[config.mk]
export PLATFORM = sky130hd
export DESIGN_NAME = midi_monophonic_quantizer
export DESIGN_NICKNAME = d
export VERILOG_FILES = /design/src/design/mmq_pkg.sv /design/src/design/mmq_div.sv /design/src/design/mmq_notes.sv /design/src/design/mmq_datapath.sv /design/src/design/mmq_ctrl.sv /design/src/design/midi_monophonic_quantizer.sv
export SDC_FILE = /design/constraint.sdc
export NUM_CORES = 1
export LEC_CHECK = 0
export ABC_AREA = 1
export BUFFER_PORTS_ARGS = -buffer_cell sky130_fd_sc_hd__buf_4
export CAP_MARGIN = 20
export CORE_UTILIZATION = 32
export CTS_CLUSTER_DIAMETER = 30
export CTS_CLUSTER_SIZE = 25
export DETAILED_ROUTE_END_ITERATION = 6
export GPL_ROUTABILITY_DRIVEN = 0
export PLACE_DENSITY = 0.46
export SLEW_MARGIN = 0
export SYNTH_ARGS = -nofsm -noshare
export SYNTH_HDL_FRONTEND = slang
export SYNTH_SLANG_ARGS = --single-unit
[constraint.sdc]
create_clock -name i_clk -period 7 [get_ports i_clk]
set_clock_uncertainty 0.05 [all_clocks]
set_input_delay 1.05 -clock i_clk [delete_from_list [all_inputs] [get_ports i_clk]]
set_output_delay 1.05 -clock i_clk [all_outputs]
set_load 0.02 [all_outputs]
[src/design/mmq_pkg.sv]
`default_nettype none
package mmq_pkg;

    localparam int NOTE_COUNT   = 128;
    localparam int TPI_W        = 21;
    localparam int DELTA_W      = 28;
    localparam int TOTAL_W      = DELTA_W + 1;
    localparam int DIV_STEPS    = TOTAL_W;
    localparam int STEP_W       = $clog2(DIV_STEPS + 1);
    localparam int GROUP_SIZE   = 16;
    localparam int GSEL_W       = $clog2(GROUP_SIZE);
    localparam int GROUP_COUNT  = (NOTE_COUNT + GROUP_SIZE - 1) / GROUP_SIZE;
    localparam int GROUP_W      = (GROUP_COUNT > 1) ? $clog2(GROUP_COUNT) : 1;

    localparam logic [TPI_W-1:0]   TPI_RESET       = 21'd120;
    localparam logic [7:0]         STATUS_MASK     = 8'hF0;
    localparam logic [7:0]         STATUS_NOTE_ON  = 8'h90;
    localparam logic [7:0]         STATUS_NOTE_OFF = 8'h80;
    localparam logic [DELTA_W-1:0] COUNT_MAX       = 28'hFFF_FFFF;
    localparam logic signed [7:0]  NO_NOTE         = -8'sd1;

    typedef struct packed {
        logic [DELTA_W-1:0] delta_ticks;
        logic [7:0]         event_status;
        logic [6:0]         note_number;
        logic [6:0]         note_velocity;
    } t_in;

    typedef struct packed {
        logic signed [7:0]  active_note;
        logic [DELTA_W-1:0] repeat_count;
    } t_out;

    typedef enum logic [1:0] {
        ST_IDLE,
        ST_RUN,
        ST_FINISH
    } t_state;

    typedef struct packed {
        logic start;
        logic finish;
    } t_cmd;

    typedef struct packed {
        logic div_done;
        logic scan_done;
        logic has_result;
        logic out_free;
    } t_stat;

endpackage
`default_nettype wire

[src/design/mmq_div.sv]
`default_nettype none
module mmq_div (
    input  wire                            i_clk,
    input  wire                            i_rst_n,
    input  wire                            i_start,
    input  wire  [mmq_pkg::TOTAL_W-1:0]    i_dividend,
    input  wire  [mmq_pkg::TPI_W-1:0]      i_divisor,
    output logic                           o_done,
    output logic [mmq_pkg::TOTAL_W-1:0]    o_quotient,
    output logic [mmq_pkg::TPI_W-1:0]      o_remainder
);
    import mmq_pkg::*;

    logic [STEP_W-1:0]  r_cnt;
    logic [TOTAL_W-1:0] r_quo;
    logic [TPI_W-1:0]   r_rem;
    logic [TPI_W-1:0]   r_dsr;
    logic [TPI_W:0]     w_shift;
    logic [TPI_W:0]     w_diff;

    // restoring division, one quotient bit per cycle
    assign w_shift = {r_rem, r_quo[TOTAL_W-1]};
    assign w_diff  = w_shift - {1'b0, r_dsr};

    always_ff @(posedge i_clk) begin
        if (!i_rst_n) begin
            r_cnt <= '0;
        end else if (i_start) begin
            r_cnt <= STEP_W'(DIV_STEPS);
        end else if (r_cnt != '0) begin
            r_cnt <= r_cnt - 1'b1;
        end
    end

    always_ff @(posedge i_clk) begin
        if (i_start) begin
            r_quo <= i_dividend;
            r_rem <= '0;
            r_dsr <= i_divisor;
        end else if (r_cnt != '0) begin
            if (!w_diff[TPI_W]) begin
                r_rem <= w_diff[TPI_W-1:0];
                r_quo <= {r_quo[TOTAL_W-2:0], 1'b1};
            end else begin
                r_rem <= w_shift[TPI_W-1:0];
                r_quo <= {r_quo[TOTAL_W-2:0], 1'b0};
            end
        end
    end

    assign o_done      = (r_cnt == '0);
    assign o_quotient  = r_quo;
    assign o_remainder = r_rem;
endmodule
`default_nettype wire

[src/design/mmq_notes.sv]
`default_nettype none
module mmq_notes (
    input  wire                 i_clk,
    input  wire                 i_rst_n,
    input  wire                 i_start,
    input  wire                 i_apply,
    input  wire  [7:0]          i_status,
    input  wire  [6:0]          i_note,
    input  wire  [6:0]          i_vel,
    output logic                o_done,
    output logic signed [7:0]   o_highest
);
    import mmq_pkg::*;

    localparam int PAD_W = GROUP_COUNT * GROUP_SIZE;

    logic [NOTE_COUNT-1:0] r_held;
    logic [GROUP_W-1:0]    r_grp;
    logic                  r_active;
    logic                  r_found;
    logic signed [7:0]     r_best;
    logic [PAD_W-1:0]      w_pad;
    logic [GROUP_SIZE-1:0] w_bits;
    logic [GSEL_W-1:0]     w_hit;
    logic                  w_is_on;
    logic                  w_is_off;
    logic                  w_in_range;

    assign w_pad  = PAD_W'(r_held);
    assign w_bits = w_pad[r_grp*GROUP_SIZE +: GROUP_SIZE];

    // highest set bit inside the current group
    always_comb begin
        w_hit = '0;
        for (int k = 0; k < GROUP_SIZE; k++) begin
            if (w_bits[k]) begin
                w_hit = GSEL_W'(k);
            end
        end
    end

    // groups are scanned from the top down, first hit wins
    always_ff @(posedge i_clk) begin
        if (!i_rst_n) begin
            r_active <= 1'b0;
        end else if (i_start) begin
            r_active <= 1'b1;
        end else if (r_active && (r_grp == '0 || r_found || (|w_bits))) begin
            r_active <= 1'b0;
        end
    end

    always_ff @(posedge i_clk) begin
        if (i_start) begin
            r_grp   <= GROUP_W'(GROUP_COUNT - 1);
            r_found <= 1'b0;
            r_best  <= NO_NOTE;
        end else if (r_active && !r_found) begin
            if (|w_bits) begin
                r_found <= 1'b1;
                r_best  <= 8'({r_grp, w_hit});
            end else if (r_grp != '0) begin
                r_grp <= r_grp - 1'b1;
            end
        end
    end

    assign w_is_on    = ((i_status & STATUS_MASK) == STATUS_NOTE_ON);
    assign w_is_off   = ((i_status & STATUS_MASK) == STATUS_NOTE_OFF);
    assign w_in_range = ({1'b0, i_note} < 8'(NOTE_COUNT));

    always_ff @(posedge i_clk) begin
        if (!i_rst_n) begin
            r_held <= '0;
        end else if (i_apply && w_in_range && (w_is_on || w_is_off)) begin
            for (int k = 0; k < NOTE_COUNT; k++) begin
                if (7'(k) == i_note) begin
                    r_held[k] <= w_is_on && (i_vel != '0);
                end
            end
        end
    end

    assign o_done    = !r_active;
    assign o_highest = r_best;
endmodule
`default_nettype wire

[src/design/mmq_datapath.sv]
`default_nettype none
module mmq_datapath (
    input  wire                  i_clk,
    input  wire                  i_rst_n,
    input  wire                  i_cfg_we,
    input  wire  [mmq_pkg::TPI_W-1:0] i_cfg_wdata,
    input  mmq_pkg::t_in         i_in_data,
    input  mmq_pkg::t_cmd        i_cmd,
    output mmq_pkg::t_stat       o_stat,
    output logic                 o_out_valid,
    input  wire                  i_out_ready,
    output mmq_pkg::t_out        o_out_data
);
    import mmq_pkg::*;

    logic [TPI_W-1:0]   r_tpi;
    logic [TPI_W-1:0]   r_resid;
    logic [7:0]         r_status;
    logic [6:0]         r_note;
    logic [6:0]         r_vel;
    logic               r_out_valid;
    t_out               r_out_data;
    logic [TOTAL_W-1:0] w_total;
    logic [TPI_W-1:0]   w_divisor;
    logic               w_div_done;
    logic [TOTAL_W-1:0] w_quo;
    logic [TPI_W-1:0]   w_rem;
    logic               w_scan_done;
    logic signed [7:0]  w_highest;
    logic [DELTA_W-1:0] w_count;
    logic               w_load_out;

    assign w_total   = TOTAL_W'(r_resid) + TOTAL_W'(i_in_data.delta_ticks);
    // a zero interval register counts as one
    assign w_divisor = (r_tpi == '0) ? TPI_W'(1) : r_tpi;

    mmq_div u_div (
        .i_clk       (i_clk),
        .i_rst_n     (i_rst_n),
        .i_start     (i_cmd.start),
        .i_dividend  (w_total),
        .i_divisor   (w_divisor),
        .o_done      (w_div_done),
        .o_quotient  (w_quo),
        .o_remainder (w_rem)
    );

    mmq_notes u_notes (
        .i_clk     (i_clk),
        .i_rst_n   (i_rst_n),
        .i_start   (i_cmd.start),
        .i_apply   (i_cmd.finish),
        .i_status  (r_status),
        .i_note    (r_note),
        .i_vel     (r_vel),
        .o_done    (w_scan_done),
        .o_highest (w_highest)
    );

    // saturate the interval count at the field maximum
    assign w_count    = w_quo[TOTAL_W-1] ? COUNT_MAX : w_quo[DELTA_W-1:0];
    assign w_load_out = i_cmd.finish && (w_quo != '0);

    always_ff @(posedge i_clk) begin
        if (!i_rst_n) begin
            r_tpi <= TPI_RESET;
        end else if (i_cfg_we) begin
            r_tpi <= i_cfg_wdata;
        end
    end

    always_ff @(posedge i_clk) begin
        if (!i_rst_n) begin
            r_resid <= '0;
        end else if (i_cmd.finish) begin
            r_resid <= w_rem;
        end
    end

    always_ff @(posedge i_clk) begin
        if (i_cmd.start) begin
            r_status <= i_in_data.event_status;
            r_note   <= i_in_data.note_number;
            r_vel    <= i_in_data.note_velocity;
        end
    end

    always_ff @(posedge i_clk) begin
        if (!i_rst_n) begin
            r_out_valid <= 1'b0;
        end else if (w_load_out) begin
            r_out_valid <= 1'b1;
        end else if (i_out_ready) begin
            r_out_valid <= 1'b0;
        end
    end

    always_ff @(posedge i_clk) begin
        if (w_load_out) begin
            r_out_data.active_note  <= w_highest;
            r_out_data.repeat_count <= w_count;
        end
    end

    assign o_stat.div_done   = w_div_done;
    assign o_stat.scan_done  = w_scan_done;
    assign o_stat.has_result = (w_quo != '0);
    assign o_stat.out_free   = !r_out_valid || i_out_ready;
    assign o_out_valid       = r_out_valid;
    assign o_out_data        = r_out_data;
endmodule
`default_nettype wire

[src/design/mmq_ctrl.sv]
`default_nettype none
module mmq_ctrl (
    input  wire             i_clk,
    input  wire             i_rst_n,
    input  wire             i_in_valid,
    output logic            o_in_ready,
    input  mmq_pkg::t_stat  i_stat,
    output mmq_pkg::t_cmd   o_cmd
);
    import mmq_pkg::*;

    t_state r_state;
    t_state n_state;

    always_ff @(posedge i_clk) begin
        if (!i_rst_n) begin
            r_state <= ST_IDLE;
        end else begin
            r_state <= n_state;
        end
    end

    always_comb begin
        n_state = r_state;
        case (r_state)
            ST_IDLE: begin
                if (i_in_valid) begin
                    n_state = ST_RUN;
                end
            end
            ST_RUN: begin
                if (i_stat.div_done && i_stat.scan_done) begin
                    n_state = ST_FINISH;
                end
            end
            ST_FINISH: begin
                if (!i_stat.has_result || i_stat.out_free) begin
                    n_state = ST_IDLE;
                end
            end
            default: n_state = ST_IDLE;
        endcase
    end

    always_comb begin
        o_in_ready   = 1'b0;
        o_cmd.start  = 1'b0;
        o_cmd.finish = 1'b0;
        case (r_state)
            ST_IDLE: begin
                // no transfer while reset is held
                o_in_ready  = i_rst_n;
                o_cmd.start = i_in_valid && i_rst_n;
            end
            ST_RUN: begin
            end
            ST_FINISH: begin
                // hold a result's commit until the output register can take it
                o_cmd.finish = !i_stat.has_result || i_stat.out_free;
            end
            default: begin
            end
        endcase
    end
endmodule
`default_nettype wire

[src/design/midi_monophonic_quantizer.sv]
`default_nettype none
// channel   direction  handshake                  payload
// in        input      i_in_valid / o_in_ready    t_in  (delta, status, note, velocity)
// out       output     o_out_valid / i_out_ready  t_out (active note, repeat count)
// cfg       input      i_cfg_we                   ticks per interval, 21 bits
//
// an event is taken in, then the serial divider splits the tick sum by the
// interval length in 29 steps; once divider and note scan are seen done, the event commits
// the highest held note is found in 16-note groups while the divider runs
// reset is synchronous: all note flags and the residual clear
// a full output register stalls only a commit with a result; one event at a time
module midi_monophonic_quantizer (
    input  wire                       i_clk,
    input  wire                       i_rst_n,
    input  wire                       i_cfg_we,
    input  wire  [mmq_pkg::TPI_W-1:0] i_cfg_wdata,
    input  wire                       i_in_valid,
    output logic                      o_in_ready,
    input  mmq_pkg::t_in              i_in_data,
    output logic                      o_out_valid,
    input  wire                       i_out_ready,
    output mmq_pkg::t_out             o_out_data
);
    import mmq_pkg::*;

    t_cmd  w_cmd;
    t_stat w_stat;

    mmq_ctrl u_ctrl (
        .i_clk      (i_clk),
        .i_rst_n    (i_rst_n),
        .i_in_valid (i_in_valid),
        .o_in_ready (o_in_ready),
        .i_stat     (w_stat),
        .o_cmd      (w_cmd)
    );

    mmq_datapath u_dp (
        .i_clk       (i_clk),
        .i_rst_n     (i_rst_n),
        .i_cfg_we    (i_cfg_we),
        .i_cfg_wdata (i_cfg_wdata),
        .i_in_data   (i_in_data),
        .i_cmd       (w_cmd),
        .o_stat      (w_stat),
        .o_out_valid (o_out_valid),
        .i_out_ready (i_out_ready),
        .o_out_data  (o_out_data)
    );
endmodule
`default_nettype wire

; Word level (Yosys, flattened, before mapping)
; Index checks and enable logic that the tools add are counted.
[totals]
reg_bits = 320
[op_classes]
addsub = 4
n_reduce_logical = 161
shift = 1
muxes = 32
n_bitwise = 2
eq_ne = 134
[ops]
columns = cell, count
row1 = 7-bit equality test (first input constant), 64
row2 = 2-bit AND reduction, 129
row3 = 6-bit by 7-bit equality test with 1-bit output (first input constant), 32
row4 = 128-bit by 8-bit indexed part select with 16-bit output, 1
row5 = 5-bit by 7-bit equality test with 1-bit output (first input constant), 16
row6 = 29-bit 2-to-1 mux, 2
row7 = 4-bit by 7-bit equality test with 1-bit output (first input constant), 8
row8 = 4-bit 2-to-1 mux, 11
row9 = 21-bit by 28-bit adder with 29-bit output, 1
row10 = 29-bit nonzero test, 1
row11 = 3-bit by 7-bit equality test with 1-bit output (first input constant), 4
row12 = 22-bit by 21-bit subtractor with 22-bit output, 1
row13 = 21-bit zero test, 1
row14 = 21-bit 2-to-1 mux, 1
row15 = 16-bit OR reduction, 1
row16 = 2-bit by 7-bit equality test with 1-bit output (first input constant), 2
row17 = 2-bit 2-to-1 mux, 5
row18 = 5-bit 2-to-1 mux, 2
row19 = 1-bit 2-to-1 mux, 9
row20 = 4-bit equality test (second input constant), 2
row21 = 1-bit by 7-bit equality test with 1-bit output (first input constant), 1
row22 = 1-bit logical AND, 7
row23 = 7-bit zero test, 1
row24 = 7-bit nonzero test, 1
row25 = other kinds (19), 31

; Logic depth before layout (Yosys ltp)
; Gate-level depths: netlist of the first run.
[logic_depth]
word_depth = 16
mapped_depth = 24

; Hierarchy
; From an unflattened synthesis of the first run, not the netlist that was laid out.
[hier_totals]
cells_unflattened = 2498
area_unflattened_um2 = 17621.9
[modules_own_cells]
columns = mod, seq_area_each_um2, area_per_inst_um2, instances, cells_each
row1 = mmq_notes, 2822.7, 7098.1, 1, 1050
row2 = mmq_datapath, 2602.5, 5486.5, 1, 727
row3 = mmq_div, 2021.9, 4901.0, 1, 699
row4 = mmq_ctrl, 40.0, 136.4, 1, 22

; Least setup slack after synthesis of the first run
; Ideal clock, no wire load.
[synth_timing]
kind = input port to flip-flop
startpoint = in i_rst_n
endpoint = reg u_dp.u_div.r_quo[23] (netlist: u_dp.u_div.o_quotient[23]) (data pin)
arrival_time_ps = 3418
slack_ps = 3208
path_stages = 6
n_path_buf = 1
setup_time_ps = 323
cell_sequence = inv_2 > nor3_1 > nand2_1 > inv_1 > clkbuf_1 > o21ai_0
[synth_via]
elab_chain_cells = 3
[synth_lines]
columns = item, line
row1 = start: declaration, midi_monophonic_quantizer.sv:14  ; input wire i_rst_n,
row2 = 1-bit logical AND, mmq_ctrl.sv:53  ; o_cmd.start = i_in_valid && i_rst_n;
row3 = 1-bit 2-to-1 mux, mmq_ctrl.sv:49  ; case (r_state)
row4 = named net u_dp.u_div.i_start, mmq_div.sv:5  ; input wire i_start,
row5 = 29-bit 2-to-1 mux, mmq_div.sv:36  ; if (i_start) begin
row6 = end signal: assignment, mmq_div.sv:37  ; r_quo <= i_dividend;
row7 = end signal: assignment, mmq_div.sv:43  ; r_quo <= {r_quo[TOTAL_W-2:0], 1'b1};
row8 = end signal: assignment, mmq_div.sv:46  ; r_quo <= {r_quo[TOTAL_W-2:0], 1'b0};
row9 = end: declaration, mmq_div.sv:15  ; logic [TOTAL_W-1:0] r_quo;
; The timed path passes the listed nets, and every way through them passes these cells.
; A chain may end at the register's enable or synchronous reset.

; Worst setup path in the final report of the first run
[layout_timing]
startpoint = reg u_dp.u_div.r_quo[28] (netlist: u_dp.u_div.o_quotient[28])
endpoint = reg u_dp.u_div.r_rem[2] (netlist: u_dp.u_div.o_remainder[2])
[layout_via]
elab_chain_cells = 2
[layout_lines]
columns = item, line
row1 = 22-bit by 21-bit subtractor with 22-bit output, mmq_div.sv:23  ; assign w_diff = w_shift - {1'b0, r_dsr};
row2 = 21-bit 2-to-1 mux, mmq_div.sv:41  ; if (!w_diff[TPI_W]) begin
row3 = end signal: assignment, mmq_div.sv:42  ; r_rem <= w_diff[TPI_W-1:0];
row4 = end signal: assignment, mmq_div.sv:45  ; r_rem <= w_shift[TPI_W-1:0];
row5 = end: declaration, mmq_div.sv:16  ; logic [TPI_W-1:0] r_rem;
; No other way between the ends.

==> impl_metrics.py, run 1 <==
metrics = {
    "pwr": {
        "peakVddDrop_uv": 173,
        "power.total_w": 0.00805,
        "pwr_density_cell_nw_per_um2": 397,
        "p_leak_nw": 8.34,
    },
    "cells_and_area": {
        "num_antenna_cells": 0,
        "drive_gt1_share_pct": 16.4,
        "final_util_pct": 40.4,
        "layout.cells.non_filler": 2834,
        "syn2layout_area_growth_pct": 24.5,
        "final_nets": 2218,
        "fillCellCount": 5087,
        "final_area_um2": 20300,
    },
    "placement": {
        "port_buffers": 109,
        "dp_cells": 2679,
        "place_hpwl_um": 29000,
        "place_area_um2": 17500,
    },
    "die": {
        "pin_count": 114,
        "core-area_um2": 50200,
        "die-area_um2": 51800,
        "row_count": 82,
        "die_y_um": 228,
        "die_width_um": 228,
        "initial_core_util_pct": 32.5,
    },
    "sta": {
        "slew_headroom_pct": 28.3,
        "worstMarginPinSlew_ns": 1.07,
        "rsz0062_at_grt": "false",
        "finalHoldViolCount": 0,
        "final_max_slew_viol_count": 0,
        "setup-tns-final_ns": 0,
        "fmax_ghz": 0.245,
        "fin_crit_sh_pct": 58.2,
        "finalSetupViolCount": 0,
        "fin_crit_ns": 4.07,
    },
    "synth": {
        "yosys.cell_types.count": 56,
        "synth_nets": 2135,
        "synth_edf_count": 104,
        "syn_inst": 2012,
        "synthMostInstantiatedCell": "nand2_1",
        "yosys-top-cells-area": "dfxtp_1, edfxtp_1, nand2_1",
        "yosysWarnings": 0,
        "synth_flop_cell": "dfxtp_1",
        "synthTopCellsByCount": "nand2_1, inv_1, dfxtp_1",
        "syn_area_um2": 16300,
        "async_reset_ff_share_pct": 0,
        "syn_avg_cell_area_um2": 8.10,
        "synth_seq_cells": 316,
        "ys_seq_area_share_pct": 45.2,
        "synth.top_cell.area_share_pct": 26.0,
        "synth_top_area_cell": "dfxtp_1",
    },
    "global_route": {
        "grt_usage_pct": 17.8,
        "grt_pass1_wl_um": 71500,
        "grt_max_degree": 91,
        "globalRouteOverflowTotal": 0,
        "grtUsageMet1_pct": 23.9,
        "met2_usage_pct": 28.1,
        "globalRouteMet3Util_pct": 3.45,
        "grt_antenna_before_repair": 0,
        "first_global_vias": 13200,
        "grt-busiest-layer": "met2",
    },
    "clocking": {
        "cts_hold_buffers": 0,
        "cts_resized": 0,
        "cts_buffers": 84,
        "root_buffer": "clkbuf_16",
        "cts_max_level": 3,
        "clk_pin_slew_ns": 0.05,
        "clkLatencyLatePin_ns": 0.60,
        "cts_tree": "done",
        "cts_sinks": 316,
        "postCtsSetupBuffers": 0,
        "cts_buffer_depth": 3,
    },
    "drt": {
        "detail-route-antenna-nets": 0,
        "drt_iter0_markers": 850,
        "wire_per_inst_um": 16.1,
        "vias": 13800,
        "vias_per_cell": 4.86,
        "routed_wl_um": 45700,
        "drc_errors": 0,
        "drt_first_pass_iters": 5,
    },
    "min_path": {
        "hp-class": "flip-flop to flip-flop",
    },
    "worst_setup_path": {
        "critical_path_class": "flip-flop to flip-flop",
        "cp.required_ns": 7.43,
        "critPathMaxFanout": 32,
        "setup.worst_path.start_class": "flip-flop",
        "worstSetupEndpointType": "flip-flop",
        "cp.arrival_ns": 4.50,
    },
    "outcome": {
        "status": "finished clean",
    },
    "run": {
        "max_cap_violations": 0,
    },
}
## cell families (layout without fill, tap and decap cells)
family | count (synthesis) | after routing | share of synthesized area (%)
adder cells (fa/ha/maj) | 47 | 47 | 3.70
AO/OA/AOI/OAI | 506 | 506 | 18.1
buffers and inverters | 385 | 535 | 9.98
XOR/XNOR | 32 | 32 | 1.72
multiplexers | 1 | 1 | 0.0614
flip-flops | 316 | 316 | 45.2
AND/OR/NAND/NOR | 725 | 725 | 21.2
## sequential cells by signal, indices dropped and copies added (netlist names)
name,flops
u_ctrl.r_state,2
u_dp.r_resid,21
u_dp.r_tpi,21
u_dp.u_notes.r_held,128
u_dp.u_notes.r_active,1
u_dp.u_div.o_quotient,29
u_dp.u_notes.r_grp,3
u_dp.o_out_valid,1
u_dp.u_notes.r_found,1
u_dp.r_note,7
u_dp.r_status,4
u_dp.u_div.o_remainder,21
u_dp.u_notes.o_highest,8
u_dp.o_out_data,36
u_dp.u_div.r_dsr,21
u_dp.u_div.r_cnt,5
u_dp.r_vel,7
## path summary, 6_finish.rpt
check                            start                        end  slack (ns)  depth (start not counted)
max          u_dp.u_div.o_quotient[28]  u_dp.u_div.o_remainder[2]        2.93                         13
min                     u_dp.r_tpi[13]       u_dp.u_div.r_dsr[13]        0.37                          0
min reg2reg             u_dp.r_tpi[13]       u_dp.u_div.r_dsr[13]        0.37                          0
max reg2reg  u_dp.u_div.o_quotient[28]  u_dp.u_div.o_remainder[2]        2.93                         13
## worst max-delay path, cell delays in order (launching register included)
cell      delay, ns
edfxtp_1       0.52
inv_1          0.64
ha_1           0.31
o21ai_0        0.16
a21oi_1        0.40
inv_1          0.11
nand3_1        0.11
nand4_1        0.10
nand2_1        0.69
inv_1          0.42
nand2_1        0.13
o21ai_0        0.08
o211ai_1       0.18
inv_1          0.06
## stage by stage
stage / hold WS, ns / worst slack [ns]
after floorplan: 0.353 / 3.21
after global placement: 0.368 / 2.90
after detailed placement: 0.363 / 2.87
after CTS: 0.374 / 2.86
after global routing: 0.387 / 2.44
final: 0.374 / 2.93
## layout by cell type, fill, tap and decap left out, types with 12 or more instances in the layout
cell and count:
edfxtp_1 104, clkbuf_8 15, clkbuf_16 85, inv_2 20, nor2_1 166, nand3_1 48, nor3_2 30, nand2_1 266
inv_1 223, o311a_1 44, o21ai_0 182, a21oi_1 155, dfxtp_1 211, o211ai_1 22, nor3_1 154, a31oi_1 21
o21ai_1 36, clkbuf_1 27, xnor2_1 18, ha_1 45, xor2_1 14, nand4_1 12, buf_4 131
## power breakdown
group          switching [W]  internal (W)  leakage (nW)
Clock                0.00111       0.00262          1.36
Combinational        0.00126      0.000660          4.27
Sequential          0.000165       0.00224          2.71
## area by class of cell
class	count	area [µm²]	area share, %
Sequential cell	316	7370	36.3
Multi-Input combinational cell	1311	7340	36.2
Inverter	249	936	4.61
Clock inverter	26	340	1.68
Tap cell	672	841	4.14
Clock buffer	127	2430	12.0
Timing Repair Buffer	133	1030	5.08
## per-layer routing
| metal | vias up | part of all wire, % |
|---|---|---|
| li1 | 7043 | - |
| met1 | 6343 | 48 |
| met2 | 314 | 45 |
| met3 | 80 | 4.9 |
| met4 | 0 | 2.4 |
| met5 | - | 0 |
No activity file was read; power rests on OpenSTA's default activity.
==> inputs of run 2 (changes only) <==
Clock period 7 ns to 3.95 ns, I/O delays scaled along.
==> run 2 against run 1 <==
Effect of this change:
- non-clock buffer count increased by 16
- sequential power up 78%
- global-route usage shrank 0.086 points
- fmax increased by 32%
- worst hold slack worse by 0.26 ns
- critical endpoint is now u_dp.u_div.o_remainder[20]
- sequential cell count unchanged
- setup slack got worse by 2.1 ns
==> impl_metrics.py, run 2 (synthesis gave the netlist of run 1 again) <==
metrics = {
    "outcome": {
        "status": "finished clean",
    },
    "clocking": {
        "cts_sinks": 316,
        "cts_buffers": 85,
        "cts_max_level": 3,
        "clk_pin_slew_ns": 0.04,
        "cts_buffer_depth": 3,
        "root_buffer": "clkbuf_16",
        "clkLatencyLatePin_ns": 0.61,
        "cts_hold_buffers": 0,
        "cts_tree": "done",
        "cts_resized": 0,
        "postCtsSetupBuffers": 0,
    },
    "sta": {
        "rsz0062_at_grt": "false",
        "fin_crit_ns": 3.08,
        "finalSetupViolCount": 0,
        "finalHoldViolCount": 0,
        "final_max_slew_viol_count": 0,
        "setup-tns-final_ns": 0,
        "fin_crit_sh_pct": 77.9,
        "worstMarginPinSlew_ns": 1.01,
        "slew_headroom_pct": 32.7,
        "fmax_ghz": 0.325,
    },
    "drt": {
        "dr_wl_met3_um": 2520,
        "wire_per_inst_um": 15.9,
        "routed_wl_um": 45400,
        "drc_errors": 0,
        "met2_length_um": 20500,
        "vias_per_cell": 4.87,
        "drt_iter0_markers": 881,
        "routed.top_layer": "met4",
        "vias": 13900,
        "routedLengthMet1_um": 21400,
        "detail-route-antenna-nets": 0,
        "drt_first_pass_iters": 7,
    },
    "die": {
        "row_count": 82,
        "die_y_um": 228,
        "initial_core_util_pct": 32.5,
        "die_width_um": 228,
        "die-area_um2": 51800,
        "pin_count": 114,
        "core-area_um2": 50200,
    },
    "pwr": {
        "pwr_density_cell_nw_per_um2": 715,
        "p_leak_nw": 8.51,
        "power.total_w": 0.0148,
        "peakVddDrop_uv": 416,
    },
    "worst_setup_path": {
        "critPathMaxFanout": 7,
        "cp.arrival_ns": 3.57,
        "cp.required_ns": 4.44,
        "setup.worst_path.start_class": "flip-flop",
        "worstSetupEndpointType": "flip-flop",
        "critical_path_class": "flip-flop to flip-flop",
    },
    "placement": {
        "place_area_um2": 17700,
        "place_hpwl_um": 29100,
        "port_buffers": 109,
    },
    "min_path": {
        "hp-class": "input pin to flip-flop",
    },
    "global_route": {
        "first_global_vias": 13300,
        "grt_pass1_wl_um": 71800,
        "grt_usage_pct": 17.7,
        "grt_max_degree": 129,
        "grt_antenna_before_repair": 0,
        "globalRouteOverflowTotal": 0,
    },
    "run": {
        "max_cap_violations": 0,
    },
    "cells_and_area": {
        "fillCellCount": 5037,
        "mostFrequentLayoutCells": "nand2_1, inv_1, dfxtp_1, o21ai_0, nor2_1",
        "final_nets": 2235,
        "final_area_um2": 20600,
        "drive_gt1_share_pct": 17.7,
        "syn2layout_area_growth_pct": 26.7,
        "largest_reg_flops": 128,
        "num_antenna_cells": 0,
        "mostFrequentLayoutCell": "nand2_1",
        "largest-register": "u_dp.u_notes.r_held",
    },
}
[run 2: cell types whose count changed in the layout (fill, tap and decap cells not counted), sizes merged]
| cell | before | now |
|---|---|---|
| bufinv | 7 | 12 |
| clkbuf | 127 | 117 |
| inv | 247 | 246 |
| clkinvlp | 1 | 8 |
| clkinv | 20 | 26 |
| buf | 133 | 149 |
[run 2: path summary, 6_finish.rpt]
path | endpoint | cells after the start | slack, ns | from
setup reg to reg | u_dp.u_div.o_remainder[20] | 17 | 0.87 | u_dp.u_div.o_quotient[28]
setup / recovery | u_dp.u_div.o_remainder[20] | 17 | 0.87 | u_dp.u_div.o_quotient[28]
hold / removal | u_dp.r_note[0] | 1 | 0.12 | i_in_data[7]
hold reg to reg | u_dp.u_div.r_dsr[13] | 0 | 0.38 | u_dp.r_tpi[13]
[run 2: where the power goes]
group,internal (W),switching (W)
sequential,0.00397,0.000294
combinational,0.00121,0.00224
clock,0.00498,0.00208
total,0.0102,0.00462
[run 2: final cells by class]
cell class	count	area (µm²)	area share [%]
Timing Repair Buffer	149	1180	5.72
Multi-Input combinational cell	1311	7340	35.5
Tap cell	672	841	4.07
Clock buffer	117	2380	11.5
Clock inverter	43	603	2.92
Sequential cell	316	7370	35.7
Inverter	249	936	4.53
[run 2: critical path: stages (launching register included)]
cell      delay [ns]
edfxtp_1        0.52
inv_1           0.16
ha_1            0.26
fa_1            0.46
inv_1           0.07
nand3_1         0.06
nand2_1         0.11
a21oi_1         0.13
o21ai_1         0.24
a21oi_1         0.15
o21ai_1         0.25
nand2_1         0.08
nand2_1         0.08
xor2_1          0.15
nand2_1         0.07
nand3_1         0.07
nand2_1         0.06
inv_1           0.05
[run 2: per-layer routing]
layer  GRT usage [%]  vias up
met5               0        -
met1            23.5     6421
met2            28.5      324
met3            3.46       65
met4            6.65        0
li1                -     7097
[run 2: per-stage QoR]
| stage | utilization (%) | setup WS [ns] | std cells | hold slack, ns |
|---|---|---|---|---|
| 2_1_floorplan | - | 0.486 | 2012 | 0.353 |
| 3_3_place_gp | 35.2 | 0.819 | 2697 | 0.368 |
| 3_5_place_dp | 35.2 | 0.847 | 2697 | 0.367 |
| 4_1_cts | 41.2 | 0.806 | 2857 | 0.0850 |
| 5_1_grt | 41.2 | 0.606 | 2857 | 0.0972 |
| 6_report | 41.2 | 0.871 | 2857 | 0.118 |
==> inputs of run 3 (changes only) <==
Clock period 3.95 ns to 3.05 ns, I/O delays scaled along.
==> run 3 against run 2 <==
Effect of this change:
- register-to-register slack got worse by 0.51 ns
- first-iteration DRC count stayed put
- via count increased by 1.0%
- largest power group unchanged
- utilization grew 0.56 points
- global-route usage grew 0.24 points
- non-clock buffer count is 33 higher
- total power increased by 29%
==> impl_metrics.py, run 3 (synthesis gave the netlist of run 1 again) <==
metrics = {
    "outcome": {
        "status": "finished clean",
    },
    "drt": {
        "drt_iter0_markers": 881,
        "drt_first_pass_iters": 7,
        "vias_per_cell": 4.87,
        "wire_per_inst_um": 15.8,
        "drc_errors": 0,
        "routed_wl_um": 45500,
        "vias": 14000,
        "detail-route-antenna-nets": 0,
    },
    "cells_and_area": {
        "num_antenna_cells": 0,
        "fillCellCount": 5074,
        "layout.cells.non_filler": 2885,
        "final_util_pct": 41.7,
        "largest_reg_flops": 128,
        "mostFrequentLayoutCells": "nand2_1, inv_1, dfxtp_1, o21ai_0, nor2_1",
        "drive_gt1_share_pct": 18.2,
        "largest-register": "u_dp.u_notes.r_held",
        "mostFrequentLayoutCell": "nand2_1",
        "syn2layout_area_growth_pct": 28.4,
        "final_nets": 2268,
    },
    "sta": {
        "rsz0062_at_grt": "false",
        "fin_crit_sh_pct": 88.1,
        "slew_headroom_pct": 31.9,
        "fin_crit_ns": 2.69,
        "final_max_slew_viol_count": 0,
        "setup-tns-final_ns": 0,
        "worstMarginPinSlew_ns": 1.02,
        "finalSetupViolCount": 0,
        "fmax_ghz": 0.372,
        "finalHoldViolCount": 0,
    },
    "worst_setup_path": {
        "critical_path_class": "flip-flop to flip-flop",
        "cp.arrival_ns": 3.19,
        "critPathMaxFanout": 3,
        "worstSetupEndpointType": "flip-flop",
        "worst-r2r-cell-count": 17,
        "ff2ff_setup_slack_ns": 0.36,
        "setup.worst_path.start_class": "flip-flop",
        "timing.rr.start": "u_dp.u_div.o_quotient[28]",
        "rr_endpoint": "u_dp.u_div.o_remainder[20]",
        "cp.required_ns": 3.55,
    },
    "clocking": {
        "root_buffer": "clkbuf_16",
        "cts_buffer_depth": 3,
        "cts_buffers": 85,
        "cts_tree": "done",
        "clkLatencyLatePin_ns": 0.61,
        "clk_pin_slew_ns": 0.04,
        "cts_max_level": 3,
        "cts_sinks": 316,
    },
    "global_route": {
        "globalRouteOverflowTotal": 0,
        "grt_pass1_wl_um": 72400,
        "first_global_vias": 13600,
        "grt_max_degree": 93,
        "grt_usage_pct": 18.0,
        "grt_antenna_before_repair": 0,
    },
    "die": {
        "initial_core_util_pct": 32.5,
        "die_width_um": 228,
        "die-area_um2": 51800,
        "pin_count": 114,
        "die_y_um": 228,
        "row_count": 82,
        "core-area_um2": 50200,
    },
    "placement": {
        "place_hpwl_um": 29300,
        "port_buffers": 109,
        "dp_cells": 2712,
    },
    "pwr": {
        "peakVddDrop_uv": 429,
        "p_leak_nw": 8.65,
        "pwr_density_cell_nw_per_um2": 909,
    },
    "min_path": {
        "worstHoldEndpoint": "u_dp.r_tpi[4]",
        "hold_depth": 3,
        "hp-class": "input pin to flip-flop",
        "min-delay-start": "i_cfg_wdata[4]",
    },
    "run": {
        "max_cap_violations": 0,
    },
}
run 3: changes by cell type in the layout (fill, tap and decap cells not counted), sizes merged:
cell	before	now
buf	149	164
bufinv	12	8
clkbuf	117	121
clkinv	26	22
dlygate4sd3	0	18
inv	246	245
run 3: worst max-delay path by stage:
stage / end / cells after the start / slack, ns / from
after floorplan: u_dp.u_div.o_remainder[20] / 18 / 0.31 / u_dp.u_div.o_quotient[28]
after global placement: u_dp.u_div.o_quotient[28] / 15 / 0.05 / i_in_data[22]
after detailed placement: u_dp.u_div.o_quotient[28] / 15 / 0.05 / i_in_data[22]
after CTS: u_dp.u_div.o_remainder[20] / 17 / 0.25 / u_dp.u_div.o_quotient[28]
after global routing: u_dp.u_div.o_remainder[20] / 17 / 0.04 / u_dp.u_div.o_quotient[28]
final: u_dp.u_div.o_remainder[20] / 17 / 0.36 / u_dp.u_div.o_quotient[28]
run 3: cell type report:
cell class / instances / area [µm²] / area share (%)
multi-input combinational: 1311 / 7340 / 35.1
sequential: 316 / 7370 / 35.2
clock buffer: 121 / 2520 / 12.0
tap: 672 / 841 / 4.02
clock inverter: 34 / 425 / 2.03
timing repair buffer: 182 / 1500 / 7.16
inverter: 249 / 936 / 4.47
run 3: power by group:
group	switching, W	internal, W
clock network	0.00264	0.00635
logic	0.00292	0.00162
registers	0.000369	0.00514
total	0.00592	0.0131
run 3: repair_timing:
action / in CTS / in global routing
setup endpoints to repair: 0 / 2
endpoints found under the hold margin: 18 / 0
hold buffers: 18 / 0
buffers inserted: 0 / 0
gates resized for setup: 0 / 1
run 3: stage by stage:
stage	area [µm²]	hold WS, ns	power [W]	setup WS [ns]
after floorplan	16300	0.353	0.00883	0.307
after global placement	17800	0.367	0.0101	0.0465
after detailed placement	17800	0.365	0.0101	0.0531
after CTS	20900	0.0131	0.0192	0.247
after global routing	20900	0.0265	0.0202	0.0369
final	20900	0.0396	0.0190	0.363
run 3: worst max-delay path, stage by stage (launching register included):
cell and delay [ns]:
edfxtp_1 0.38, inv_1 0.09, ha_1 0.23, fa_1 0.46, inv_1 0.07, nand3_1 0.06
nand2_1 0.11, a21oi_1 0.12, o21ai_1 0.21, a21oi_1 0.15, o21ai_2 0.20, nand2_1 0.07
nand2_1 0.07, xor2_1 0.14, nand2_1 0.06, nand3_1 0.07, nand2_1 0.06, inv_1 0.04
run 3: layer usage:
metal,part of all wire [%],track usage (%),vias up
met5,0,0,-
met4,2.3,7.21,0
met3,5.6,3.52,73
met2,46,29.0,344
met1,46,23.5,6489
li1,-,-,7143
